File: src/hdl/rmv_pkg.sv
// shared types and constants for the running mean and variance block
// no dependencies; imported by rmv_div, rmv_dp, rmv_ctrl, the top level and the testbench
package rmv_pkg;

  localparam int DIVIDEND_W = 64;
  localparam int DIVISOR_W  = 33;
  localparam int DIFF_W     = 34;
  localparam int STEP_W     = $clog2(DIVIDEND_W);

  typedef enum logic [1:0] {
    OP_RECORD = 2'd0,
    OP_REMOVE = 2'd1,
    OP_CLEAR  = 2'd2,
    OP_NONE   = 2'd3
  } op_e;

  typedef enum logic [1:0] {
    ST_OK    = 2'd0,
    ST_EMPTY = 2'd1,
    ST_FULL  = 2'd2
  } status_e;

  typedef enum logic [3:0] {
    CMD_NOP,
    CMD_SIMPLE,
    CMD_SQ_REC,
    CMD_SQ_REM,
    CMD_TOTAL,
    CMD_DIV,
    CMD_REC_SUM,
    CMD_REC_MEAN,
    CMD_REM_PREV,
    CMD_REM_FIN,
    CMD_POP_Q,
    CMD_POP_ZERO,
    CMD_SVAR_Q,
    CMD_SVAR_ZERO,
    CMD_OUT
  } cmd_e;

  typedef enum logic [2:0] {
    DS_D2_N,
    DS_M_N,
    DS_TOT_NM1,
    DS_SUM_CNT,
    DS_SUM_CNTM1
  } dsel_e;

  typedef struct packed {
    cmd_e  cmd;
    dsel_e dsel;
  } cmd_t;

  typedef struct packed {
    op_e  op;
    logic cnt_zero;
    logic cnt_lt2;
    logic cnt_full;
    logic div_done;
  } sts_t;

endpackage

File: src/hdl/rmv_ctrl.sv
// controller: sequences the datapath and runs both handshakes
// depends on rmv_pkg
module rmv_ctrl import rmv_pkg::*; (
  input  logic clk_i,
  input  logic rst_ni,
  input  logic in_valid_i,
  output logic in_stall_o,
  output logic out_valid_o,
  input  logic out_stall_i,
  input  sts_t sts_i,
  output logic load_o,
  output cmd_t cmd_o
);

  typedef enum logic [4:0] {
    S_IDLE, S_DECIDE,
    S_REC_D1, S_REC_W1, S_REC_D2, S_REC_W2,
    S_REM_D1, S_REM_W1, S_REM_SQ, S_REM_D2, S_REM_W2,
    S_POP, S_POP_GO, S_POP_W, S_SVAR, S_SVAR_W,
    S_FIN, S_DONE, S_SHOW
  } state_e;

  state_e state_q;
  cmd_t   cmd_q;
  logic   ovalid_q;

  assign in_stall_o  = (state_q != S_IDLE);
  assign load_o      = in_valid_i && (state_q == S_IDLE);
  assign out_valid_o = ovalid_q;
  assign cmd_o       = cmd_q;

  always_ff @(posedge clk_i or negedge rst_ni) begin
    if (!rst_ni) begin
      state_q  <= S_IDLE;
      cmd_q    <= '{cmd: CMD_NOP, dsel: DS_D2_N};
      ovalid_q <= 1'b0;
    end else begin
      cmd_t cmd_d;
      cmd_d = cmd_q;
      cmd_d.cmd = CMD_NOP;
      if (ovalid_q && !out_stall_i) ovalid_q <= 1'b0;
      case (state_q)
        S_IDLE: if (in_valid_i) state_q <= S_DECIDE;
        S_DECIDE: begin
          if (sts_i.op == OP_RECORD && !sts_i.cnt_full && !sts_i.cnt_zero) begin
            cmd_d.cmd = CMD_SQ_REC;
            state_q   <= S_REC_D1;
          end else if (sts_i.op == OP_REMOVE && !sts_i.cnt_lt2) begin
            cmd_d.cmd = CMD_TOTAL;
            state_q   <= S_REM_D1;
          end else begin
            cmd_d.cmd = CMD_SIMPLE;
            state_q   <= S_POP;
          end
        end
        S_REC_D1: begin
          cmd_d   = '{cmd: CMD_DIV, dsel: DS_D2_N};
          state_q <= S_REC_W1;
        end
        S_REC_W1: if (sts_i.div_done) begin
          cmd_d.cmd = CMD_REC_SUM;
          state_q   <= S_REC_D2;
        end
        S_REC_D2: begin
          cmd_d   = '{cmd: CMD_DIV, dsel: DS_M_N};
          state_q <= S_REC_W2;
        end
        S_REC_W2: if (sts_i.div_done) begin
          cmd_d.cmd = CMD_REC_MEAN;
          state_q   <= S_POP;
        end
        S_REM_D1: begin
          cmd_d   = '{cmd: CMD_DIV, dsel: DS_TOT_NM1};
          state_q <= S_REM_W1;
        end
        S_REM_W1: if (sts_i.div_done) begin
          cmd_d.cmd = CMD_REM_PREV;
          state_q   <= S_REM_SQ;
        end
        S_REM_SQ: begin
          cmd_d.cmd = CMD_SQ_REM;
          state_q   <= S_REM_D2;
        end
        S_REM_D2: begin
          cmd_d   = '{cmd: CMD_DIV, dsel: DS_D2_N};
          state_q <= S_REM_W2;
        end
        S_REM_W2: if (sts_i.div_done) begin
          cmd_d.cmd = CMD_REM_FIN;
          state_q   <= S_POP;
        end
        // lets the last state update settle before the variances
        S_POP: state_q <= S_POP_GO;
        S_POP_GO: begin
          if (sts_i.cnt_zero) begin
            cmd_d.cmd = CMD_POP_ZERO;
            state_q   <= S_SVAR;
          end else begin
            cmd_d   = '{cmd: CMD_DIV, dsel: DS_SUM_CNT};
            state_q <= S_POP_W;
          end
        end
        S_POP_W: if (sts_i.div_done) begin
          cmd_d.cmd = CMD_POP_Q;
          state_q   <= S_SVAR;
        end
        S_SVAR: begin
          if (sts_i.cnt_lt2) begin
            cmd_d.cmd = CMD_SVAR_ZERO;
            state_q   <= S_FIN;
          end else begin
            cmd_d   = '{cmd: CMD_DIV, dsel: DS_SUM_CNTM1};
            state_q <= S_SVAR_W;
          end
        end
        S_SVAR_W: if (sts_i.div_done) begin
          cmd_d.cmd = CMD_SVAR_Q;
          state_q   <= S_FIN;
        end
        S_FIN: state_q <= S_DONE;
        // wait until the output register is free
        S_DONE: if (!ovalid_q || !out_stall_i) begin
          cmd_d.cmd = CMD_OUT;
          state_q   <= S_SHOW;
        end
        S_SHOW: begin
          ovalid_q <= 1'b1;
          state_q  <= S_IDLE;
        end
        default: state_q <= S_IDLE;
      endcase
      cmd_q <= cmd_d;
    end
  end

endmodule

File: config.mk
export PLATFORM = sky130hd
export DESIGN_NAME = rmv_ctrl
export DESIGN_NICKNAME = d
export VERILOG_FILES = /design/src/hdl/rmv_pkg.sv /design/src/hdl/rmv_ctrl.sv
export SDC_FILE = /design/constraint.sdc
export NUM_CORES = 1
export LEC_CHECK = 0
export BUFFER_PORTS_ARGS = -buffer_cell sky130_fd_sc_hd__buf_4
export CAP_MARGIN = 20
export CORE_MARGIN = 2
export CORE_UTILIZATION = 55
export CTS_CLUSTER_SIZE = 14
export DETAILED_ROUTE_END_ITERATION = 12
export HOLD_SLACK_MARGIN = 0.1
export PLACE_DENSITY = 0.91
export SLEW_MARGIN = 20
export SYNTH_ARGS = -nofsm -noshare
export SYNTH_HDL_FRONTEND = slang
export SYNTH_SLANG_ARGS = --single-unit
export TNS_END_PERCENT = 100
File: constraint.sdc
create_clock -name clk_i -period 2.1 [get_ports clk_i]
set_input_delay 0.315 -clock clk_i [delete_from_list [all_inputs] [get_ports clk_i]]
set_output_delay 0.315 -clock clk_i [all_outputs]
set_load 0.05 [all_outputs]
======== Word-level counts from Yosys, hierarchy flattened ========
Cells that the tools add are included.
word-level totals
  register bits ........................... 13
  input bits .............................. 10
  output and inout port bits .............. 10
  logic and storage cells ................. 82
operators by class
  equality and inequality tests ........... 28
  multiplexer cells ....................... 29
  reductions and logical operators ........ 21
operators by type and width
  cell                  count
  $pmux W5 S17          1
  $pmux W4 S12          1
  $eq A5 B4 Y1 const B  8
  $mux W4               10
  $mux W5               8
  $eq A5 B3 Y1 const B  4
  $ne A2 B2 Y1 const B  8
  $eq A5 B5 Y1 const B  3
  $mux W3               5
  $pmux W3 S5           1
  $eq A5 B2 Y1 const B  2
  $reduce_bool A5 Y1    2
  $reduce_and A7 Y1     1
  $eq A5 B1 Y1 const B  1
  $logic_and A1 B1 Y1   5
  $logic_not A1 Y1      5
  $logic_not A5 Y1      1
  $reduce_or A2 Y1      2
  $reduce_or A4 Y1      1
  $reduce_and A3 Y1     1
  $eq A2 B1 Y1 const B  1
  $logic_not A2 Y1      1
  $mux W1               2
  $mux W2               1
  other kinds (3)       3

======== Logic depth before layout (Yosys ltp) ========
Gate-level depths: netlist of the first run.
  depth after elaboration ................. 5
  gate-level depth with buffers ........... 6
  gate-level depth less buffers ........... 4

======== Least setup slack after synthesis of the first run ========
Ideal clock, no wire load.
  path kind ............................... flip-flop to output port
  start ................................... register state_q[0]
  end ..................................... output load_o
  arrival time ............................ 1.480 ns
  data required time ...................... 1.785 ns
  slack ................................... 0.305 ns
  stages on the path, launching flop included .. 5
  path buffers ............................ 1
  cell sequence ........................... dfrtp_1 > buf_2 > or2_2 > nor2_1 > and3_1
on the way
  word-level cells in the longest chain between the ends .. 2
RTL lines
  what                    line            text
  from (decl)             rmv_ctrl.sv:23  state_e state_q;
  from (signal assigned)  rmv_ctrl.sv:34  state_q <= S_IDLE;
  from (signal assigned)  rmv_ctrl.sv:43  S_IDLE: if (in_valid_i) state_q <= S_DECIDE;
  from (signal assigned)  rmv_ctrl.sv:47  state_q <= S_REC_D1;
  $logic_not A5 Y1        rmv_ctrl.sv:28  assign load_o = in_valid_i && (state_q == S_IDLE);
  $logic_and A1 B1 Y1     rmv_ctrl.sv:28
  to (decl)               rmv_ctrl.sv:11  output logic load_o,
No other way between the ends.

======== Worst setup path in the final report of the first run ========
  start ................................... register state_q[3]
  end ..................................... output load_o
The elaborated chain is that of the path after synthesis.

==> results of run 1 <==
[through the flow]
| step | instances | total power, mW |
|---|---|---|
| finish | 179 | 2.25 |
| global route | 179 | 2.41 |
| CTS | 179 | 2.23 |
| detailed placement | 174 | 2.07 |
| global placement | 174 | 2.00 |
| floorplan | 133 | 1.74 |
[synthesized netlist by cell type, types with 2 or more instances]
| master | n |
|---|---|
| nand2b_1 | 5 |
| mux2i_1 | 2 |
| o21ai_0 | 9 |
| and2_1 | 2 |
| a21oi_1 | 11 |
| buf_6 | 3 |
| nor4_1 | 2 |
| dfrtp_1 | 13 |
| and3_1 | 2 |
| nand3_1 | 2 |
| a21o_1 | 2 |
| a31oi_1 | 4 |
| nand2_1 | 13 |
| o22ai_1 | 2 |
| o2bb2ai_1 | 2 |
| o21a_1 | 2 |
| buf_2 | 5 |
| a41oi_1 | 2 |
| buf_4 | 2 |
| nor3_1 | 2 |
| a221o_1 | 2 |
| clkbuf_1 | 2 |
| inv_1 | 4 |
| a211oi_1 | 2 |
| nor2_1 | 6 |
| nor3b_1 | 2 |
| nor2b_1 | 2 |
| a22oi_1 | 2 |
| o31ai_1 | 2 |
[per-layer routing]
| metal | global-route usage (%) | vias to the layer above | wire (um) |
|---|---|---|---|
| met1 | 33.4 | 522 | 1120 |
| met2 | 44.5 | 85 | 1530 |
| met5 | 0 | - | 0 |
| met4 | 10.5 | 0 | 80 |
| li1 | - | 541 | - |
| met3 | 3.37 | 12 | 282 |
[area by class of cell]
cell class,count,area [um2],share of cell area [%]
well taps,27,33.8,2.62
inverters,4,15.0,1.17
repair buffers,27,205,15.9
multi-input cells,104,682,53.0
clock buffers,4,26.3,2.04
flip-flops and latches,13,325,25.3
[power breakdown]
| part | switching (mW) | leakage (nW) | internal, mW | total, mW |
|---|---|---|---|---|
| Sequential | 0.169 | 0.164 | 0.361 | 0.531 |
| Clock | 0.0892 | 0.0150 | 0.0736 | 0.163 |
| Combinational | 0.926 | 0.377 | 0.634 | 1.56 |
[kinds of logic after synthesis]
group | after synthesis | synth area share (%)
AND/OR/NAND/NOR | 47 | 25.3
multiplexers | 3 | 3.17
XOR/XNOR | 1 | 0.794
flip-flops | 13 | 29.5
AO/OA/AOI/OAI | 53 | 32.5
buffers and inverters | 16 | 8.73
[final timing paths]
check / from / to / slack, ns / cells past startpoint
min: sts_i[0] / cmd_o[6] / 0.36 / 3
max: state_q[3] / load_o / 0.11 / 4
max reg2reg: state_q[3] / cmd_o[1] / 0.34 / 5
min in group asynchronous: rst_ni / cmd_o[3] / 0.41 / 2
min reg2reg: cmd_o[0] / cmd_o[0] / 0.50 / 1
max in group asynchronous: rst_ni / state_q[2] / 1.53 / 2
[flip-flops by register name, summed over array words and instances (netlist names)]
name / count
state_q: 5
cmd_o: 7
out_valid_o: 1
[critical path, cell delays in order (launching register included)]
cell and delay [ns]:
dfrtp_1 0.71, buf_4 0.26, nor2_1 0.06, and3_1 0.19, buf_4 0.18
==> impl_results.md, run 1 <==
* Hold Fails Final Rpt at 0
* CTS Buffer Depth at 2
* RePlAce Congestion at 0.897
* Place WS at 0.381 ns
* CP startpoint kind: register
* Top cell type's share of synthesized area at 29.5%
* Top-Level Pins at 20
* CTS sink count at 13
* Max Freq at 502 MHz
* Clock root cell: clkbuf_4
* Status: completed
* Worst-margin pin slew at 0.560 ns
* Share of layout cells above drive strength 1 at 22.4%
* HPWL after DPL at 2210 um
* Number of distinct library cells after synthesis at 51
* Rel. slew slack at 62.7%
* Final count of negative-setup-slack endpoints at 0
* Wirelength, routed at 3010 um
* Lkg Pwr at 0.556 nW
* Final worst path period share at 94.9%
* Setup_tns at 0 ns
* Slew Limit Fails at 0
* Core Util, Final at 67.0%
* Synth Register Bits at 13
* Cells after Synth at 133
* Top_reg_cell synth: dfrtp_1
* Post-CTS sizing at 0
* Synth Area per Inst at 8.30 um2
* Filler cells at 159
* Commonest non-fill, non-tap cells in the layout: buf_4 (26), nand2_1 (13), dfrtp_1 (13)
* Critical path class: reg2out
* WP data required at 1.78 ns
* Drt wl/cell at 16.8 um
* Synthesized cell area at 1100 um2
* Hold Path Class: in2reg
* PD cells at 1750 nW/um2
* Final non-filler cell area at 1290 um2
* Detail Route Antenna Nets at 0
* Warnings, synthesis at 0
* Die width at 48.8 um
* Post-CTS Setup Inserts at 0
* Async S/R FF share, synth at 100%
* H-tree depth at 1
* Die Y at 48.8 um
* Critical Path AT at 1.68 ns
* ANT cells at 0
* Setup WS post-layout at 0.108 ns
* Mean number of vias per cell at 6.48
* Max-Cap Viols at 0
* TritonCTS clock tree: built
* Max VDD drop at 962 uV
* CTS Hold Bufs at 1
* Crit path max fanout at 15
* Worst clock skew at 0.000671 ns
* Register area share after synthesis at 29.5%
* Placed Area at 1250 um2
* Hold_ws at 0.356 ns
* # DRC at 0
* Total clock buffers created by CTS at 3
* Clk slew on worst S/H paths at 0.09 ns
* Most common cell after layout, fill and taps aside: buf_4
* Syn_nets at 143
* Final net count at 163
* Port-buffer cells at 19
* Unrepaired setup endpoints after global routing: no
* Vias at 1,160
* Row Count at 16
* First-pass DRT Iterations at 7
* Total die area at 2380 um2
* Fin crit period at 1.99 ns
* Clk_lat worst skew at 0.28 ns
* Initial antenna violation count at 0
* GRT overflow at 0
* GRT Total Usage at 26.1%
* Initial Util at 57.4%
* Global-route wire length before repair at 4930 um
* DRT iter0 DRCs at 73
* Worst setup EP type: output port
* Synth top area cells: dfrtp_1 (29%), a21oi_1 (5.0%), nand2_1 (4.4%)
* Area Overhead vs Synth at 16.7%
* Largest net degree at the start of global routing at 18
* Post-synth EDFFs at 0
* Largest area contributor in the netlist: dfrtp_1
* Core ar. at 1920 um2
* Vias in the first global route at 1,119
Power figures use the tool's default switching activity.
==> run 2: changes to the inputs <==
--- a/config.mk
+++ b/config.mk
@@ -8,11 +8,11 @@
 export BUFFER_PORTS_ARGS = -buffer_cell sky130_fd_sc_hd__buf_4
 export CAP_MARGIN = 20
 export CORE_MARGIN = 2
-export CORE_UTILIZATION = 55
+export CORE_UTILIZATION = 59
 export CTS_CLUSTER_SIZE = 14
 export DETAILED_ROUTE_END_ITERATION = 12
 export HOLD_SLACK_MARGIN = 0.1
-export PLACE_DENSITY = 0.91
+export PLACE_DENSITY = 0.95
 export SLEW_MARGIN = 20
 export SYNTH_ARGS = -nofsm -noshare
 export SYNTH_HDL_FRONTEND = slang
==> constraint.sdc (replaced) <==
create_clock -name clk_i -period 2.47 [get_ports clk_i]
set_input_delay 0.3705 -clock clk_i [delete_from_list [all_inputs] [get_ports clk_i]]
set_output_delay 0.3705 -clock clk_i [all_outputs]
set_load 0.05 [all_outputs]
==> impl_results.md, run 2 (synthesis results as in run 1) <==
* # DRC at 0 (unchanged)
* Share of layout cells above drive strength 1 at 19.7% (-2.6 points)
* Hold Crit Depth at 4 (+1)
* HPWL after DPL at 1940 um (-12%)
* Mean number of vias per cell at 6.58 (+1.6%)
* Worst-margin pin slew at 0.841 ns (+0.281 ns)
* Vias in the first global route at 1,009 (-9.8%)
* Fin crit period at 2.07 ns
* Gate power share at 65.1% (-4.1 points)
* Flop pwr share at 27.4% (+3.8 points)
* Worst path cell trace: nor2_1 -> and3_1 -> buf_4
* Filler cells at 148 (-6.9%)
* CP max stage delay at 0.90 ns (+0.19 ns)
* P_int at 867 uW (-19%)
* Largest net degree at the start of global routing at 28 (+10)
* Row Count at 15 (-1)
* Port-buffer cells at 19 (unchanged)
* Setup_tns at 0 ns (unchanged)
* FF-to-FF path depth at 4 (-1)
* Most common cell after layout, fill and taps aside: buf_4
* CTS Hold Bufs at 1 (unchanged)
* PD cells at 1480 nW/um2 (-16%)
* Commonest non-fill, non-tap cells in the layout: buf_4 (21), nand2_1 (13), dfrtp_1 (13)
* P_sw at 977 uW (-17%)
* Reg2Reg Setup Slack at 0.49 ns (+0.15 ns)
* H-tree depth at 1 (unchanged)
* Hold Path Class: in2reg
* Max reg flops at 7 (unchanged)
* Initial Util at 63.2% (+5.8 points)
* Wirelength, routed at 2790 um (-7.3%)
* Top-Level Pins at 20 (unchanged)
* Critical Path AT at 1.70 ns (+0.02 ns)
* Post-CTS Setup Inserts at 0 (unchanged)
* Slowest-stage cell, CP: dfrtp_1
* Core ar. at 1750 um2 (-9.2%)
* Crit path max fanout at 27 (+12)
* Slew Limit Fails at 0 (unchanged)
* CTS sink count at 13 (unchanged)
* TritonCTS clock tree: built
* Crit path buf inv count at 1 (-1)
* Worst r2r src: state_q[2]
* WP data required at 2.10 ns (+0.32 ns)
* GRT Total Usage at 28.2% (+2.2 points)
* Worst setup EP type: output port
* Status: completed
* Hold endpoint: cmd_o[5]
* Critical path class: reg2out
* Clock root cell: clkbuf_4
* Total clock buffers created by CTS at 3 (unchanged)
* Post-CTS sizing at 0 (unchanged)
* GRT overflow at 0 (unchanged)
* Detail Route Antenna Nets at 0 (unchanged)
* Final net count at 158 (-3.1%)
* Family with the most delay on the worst path: flip-flops
* Clk slew on worst S/H paths at 0.08 ns (about the same)
* Final worst path period share at 83.8%
* CP startpoint kind: register
* Global-route wire length before repair at 4500 um (-8.8%)
* Beginning of the worst hold path: sts_i[5]
* Max-Cap Viols at 0 (unchanged)
* Final count of negative-setup-slack endpoints at 0 (unchanged)
* RePlAce Congestion at 0.904 (+0.77%)
* Clk_lat worst skew at 0.28 ns (about the same)
* R2R Path End: state_q[3]
* Worst clock skew at 0.000594 ns (-0.0000762 ns)
* CTS Buffer Depth at 2 (unchanged)
* Vias at 1,132 (-2.4%)
* Max Freq at 483 MHz
* Critical path origin: state_q[2]
* Sw Ratio at 53.0% (+0.44 points)
* DRT iter0 DRCs at 60 (-18%)
* Max VDD drop at 1080 uV (+12%)
* Unrepaired setup endpoints after global routing: no
* Die Y at 47.3 um (-3.2%)
* Rel. slew slack at 43.9% (-19 points)
* Lkg Pwr at 0.532 nW (-4.3%)
* Clk pwr share at 7.4% (+0.2 points)
* Total die area at 2230 um2 (-6.2%)
* Hold Fails Final Rpt at 0 (unchanged)
* Area Overhead vs Synth at 13.0%
* First-pass DRT Iterations at 4 (-3)
* ANT cells at 0 (unchanged)
* Drt wl/cell at 16.2 um (-3.5%)
* Initial antenna violation count at 0 (unchanged)
* Core Util, Final at 71.5% (+4.5 points)
* Die width at 47.3 um (-3.2%)
[run 2: area by class of cell]
type | instances | area (um2) | area share, %
multi-input cells | 104 | 682 | 54.7
flip-flops and latches | 13 | 325 | 26.1
repair buffers | 22 | 168 | 13.4
well taps | 25 | 31.3 | 2.51
clock buffers | 4 | 26.3 | 2.11
inverters | 4 | 15.0 | 1.20
[run 2: routing by layer]
metal  wire length (um)  global-route usage (%)
met1               1190                    39.5
met2               1300                    41.6
met3                243                    5.00
met4                 53                    13.9
met5                  0                       0
[run 2: how the worst max path moves through the flow]
stage                  to  slack [ns]  cells after the start
3_3_place_gp   state_q[3]        0.63                      4
2_1_floorplan      load_o        0.62                      4
6_report           load_o        0.40                      3
5_1_grt            load_o        0.29                      3
3_5_place_dp   state_q[3]        0.54                      4
4_1_cts            load_o        0.41                      3
[run 2: stage by stage]
stage | std cells | instance area (um2) | setup slack [ns] | hold WS [ns] | power, mW
global route | 172 | 1250 | 0.289 | 0.418 | 1.98
floorplan | 133 | 1100 | 0.619 | 0.0749 | 1.48
global placement | 167 | 1210 | 0.634 | 0.228 | 1.65
detailed placement | 167 | 1210 | 0.541 | 0.229 | 1.69
CTS | 172 | 1250 | 0.413 | 0.384 | 1.83
finish | 172 | 1250 | 0.399 | 0.392 | 1.84
[run 2: tightest hold or removal path, delay by kind of cell]
family	cells	cell delay, ns
buffers and inverters	1	0.09
AND/OR/NAND/NOR	3	0.17
[run 2: power groups by stage]
stage               combinational, mW  clock [mW]  sequential, mW
finish                           1.20       0.137           0.506
global route                     1.30       0.153           0.525
CTS                              1.19       0.140           0.497
detailed placement               1.19           0           0.502
global placement                 1.16           0           0.493
floorplan                       0.951           0           0.526
==> run 3: changes to the inputs <==
--- a/config.mk
+++ b/config.mk
@@ -8,11 +8,11 @@
 export BUFFER_PORTS_ARGS = -buffer_cell sky130_fd_sc_hd__buf_4
 export CAP_MARGIN = 20
 export CORE_MARGIN = 2
-export CORE_UTILIZATION = 59
+export CORE_UTILIZATION = 49
 export CTS_CLUSTER_SIZE = 14
 export DETAILED_ROUTE_END_ITERATION = 12
 export HOLD_SLACK_MARGIN = 0.1
-export PLACE_DENSITY = 0.95
+export PLACE_DENSITY = 0.86
 export SLEW_MARGIN = 20
 export SYNTH_ARGS = -nofsm -noshare
 export SYNTH_HDL_FRONTEND = slang
==> constraint.sdc (replaced) <==
create_clock -name clk_i -period 1.7 [get_ports clk_i]
set_input_delay 0.255 -clock clk_i [delete_from_list [all_inputs] [get_ports clk_i]]
set_output_delay 0.255 -clock clk_i [all_outputs]
set_load 0.05 [all_outputs]
==> impl_results.md, run 3 (synthesis results as in run 1) <==
* CP max stage delay at 0.46 ns (-0.44 ns)
* Clock root cell: clkbuf_4
* Final worst path period share at 98.0%
* Commonest non-fill, non-tap cells in the layout: buf_4 (30), nand2_1 (13), a21oi_1 (11), dfrtp_1 (11), o21ai_0 (9)
* Wirelength, routed at 3040 um (+9.2%)
* Total clock buffers created by CTS at 3 (unchanged)
* Vias at 1,126 (-0.53%)
* Die Y at 51.5 um (+8.9%)
* Hold_ws at 0.265 ns (-0.126 ns)
* Filler cells at 200 (+35%)
* Worst clock skew at 0.0148 ns (+0.0142 ns)
* # DRC at 0 (unchanged)
* Final count of negative-setup-slack endpoints at 0 (unchanged)
* Die width at 51.5 um (+8.9%)
* Core ar. at 2170 um2 (+24%)
* Drt wl/cell at 16.4 um (+1.5%)
* Family with the most delay on the worst path: flip-flops
* Slew Limit Fails at 0 (unchanged)
* Most common cell after layout, fill and taps aside: buf_4
* Max VDD drop at 1250 uV (+15%)
* Mean number of vias per cell at 6.09 (-7.5%)
* Global-route wire length before repair at 5050 um (+12%)
* Worst-margin pin slew at 0.430 ns (-0.411 ns)
* Row Count at 17 (+2)
* Lkg Pwr at 0.582 nW (+9.4%)
* Hold Fails Final Rpt at 0 (unchanged)
* Total die area at 2650 um2 (+19%)
* Share of layout cells above drive strength 1 at 28.0% (+8.3 points)
* Crit path buf inv count at 2 (+1)
* Largest net degree at the start of global routing at 20 (-29%)
* First-pass DRT Iterations at 4 (unchanged)
* GRT overflow at 0 (unchanged)
* GRT Total Usage at 25.8% (-2.4 points)
* Area Overhead vs Synth at 22.3%
* Max reg flops at 7 (unchanged)
* Fin crit period at 1.67 ns
* Status: completed
* CTS sink count at 13 (unchanged)
* DRT iter0 DRCs at 38 (-37%)
* Detail Route Antenna Nets at 0 (unchanged)
* Total power at 2.92 mW (+58%)
* Critical path class: reg2out
* Unrepaired setup endpoints after global routing: no
* Rel. slew slack at 70.6% (+27 points)
* Placed Area at 1280 um2 (+5.4%)
* Setup WS post-layout at 0.0346 ns (-0.365 ns)
* Non-filler cells, final at 185 (+7.6%)
* TritonCTS clock tree: built
* CTS Buffer Depth at 2 (unchanged)
* WP data required at 1.44 ns (-0.66 ns)
* ANT cells at 0 (unchanged)
* Port-buffer cells at 19 (unchanged)
* Initial Util at 50.9% (-12 points)
* Initial antenna violation count at 0 (unchanged)
* Setup_tns at 0 ns (unchanged)
* PD cells at 2160 nW/um2 (+46%)
* Top-Level Pins at 20 (unchanged)
* Beginning of the worst hold path: out_stall_i
* Crit path max fanout at 11 (-59%)
* Slowest-stage cell, CP: dfrtp_2
* Worst setup EP type: output port
* Critical Path AT at 1.41 ns (-0.29 ns)
* Final net count at 168 (+6.3%)
* Worst path cell trace: buf_4 -> nor2_1 -> and3_2 -> buf_8
* Clk_lat worst skew at 0.29 ns (about the same)
* Vias in the first global route at 1,094 (+8.4%)
* Critical path origin: state_q[2]
* Clk slew on worst S/H paths at 0.09 ns (about the same)
* Max Freq at 600 MHz
* Worst r2r src: state_q[1]
* Hold Path Class: in2reg
* Place WS at 0.123 ns (-0.418 ns)
* Core Util, Final at 62.2% (-9.2 points)
* HPWL after DPL at 2190 um (+13%)
* Cells after DPL at 178 (+6.6%)
* Max-Cap Viols at 0 (unchanged)
* H-tree depth at 1 (unchanged)
* RePlAce Congestion at 0.961 (+6.3%)
* CP startpoint kind: register
* Final non-filler cell area at 1350 um2 (+8.2%)
-- run 3: cell type report --
class                      count  area (um2)  area share [%]
multi-input combinational    104         696            51.5
clock buffer                   4        26.3            1.95
inverter                       4        15.0            1.11
tap                           28        35.0            2.60
timing repair buffer          32         250            18.5
sequential                    13         328            24.3
-- run 3: repair_timing --
action	in CTS	in global routing
hold endpoints to repair	13	0
resized for setup	6	2
setup endpoints to repair	2	2
hold buffers	1	0
setup buffers	2	0
-- run 3: path summary, 6_finish.rpt --
| kind | to | slack (ns) | cells after the start |
|---|---|---|---|
| worst min-delay path | out_valid_o | 0.27 | 3 |
| worst max-delay path | load_o | 0.03 | 4 |
| max in group asynchronous | state_q[0] | 1.16 | 2 |
| worst max register to register | state_q[3] | 0.05 | 6 |
| worst min register to register | cmd_o[0] | 0.50 | 1 |
| min in group asynchronous | cmd_o[5] | 0.34 | 2 |
-- run 3: worst reg2reg max path: stages (launching register included) --
cell       delay (ns)
dfrtp_1          0.38
buf_4            0.15
buf_4            0.20
nor4b_4          0.37
and2_4           0.22
o2bb2ai_1        0.11
mux2_4           0.15
-- run 3: per-layer routing --
metal | share of wire, % | wire length, um | up-vias | global-route usage, %
li1 | - | - | 550 | -
met1 | 43 | 1320 | 528 | 32.4
met2 | 50 | 1510 | 43 | 43.4
met4 | 0.82 | 25 | 0 | 5.70
met3 | 6.1 | 187 | 5 | 7.89
met5 | 0 | 0 | - | 0
-- run 3: power breakdown --
part           switching (mW)  internal (mW)
logic                    1.28          0.876
clock network           0.112         0.0914
registers               0.108          0.453
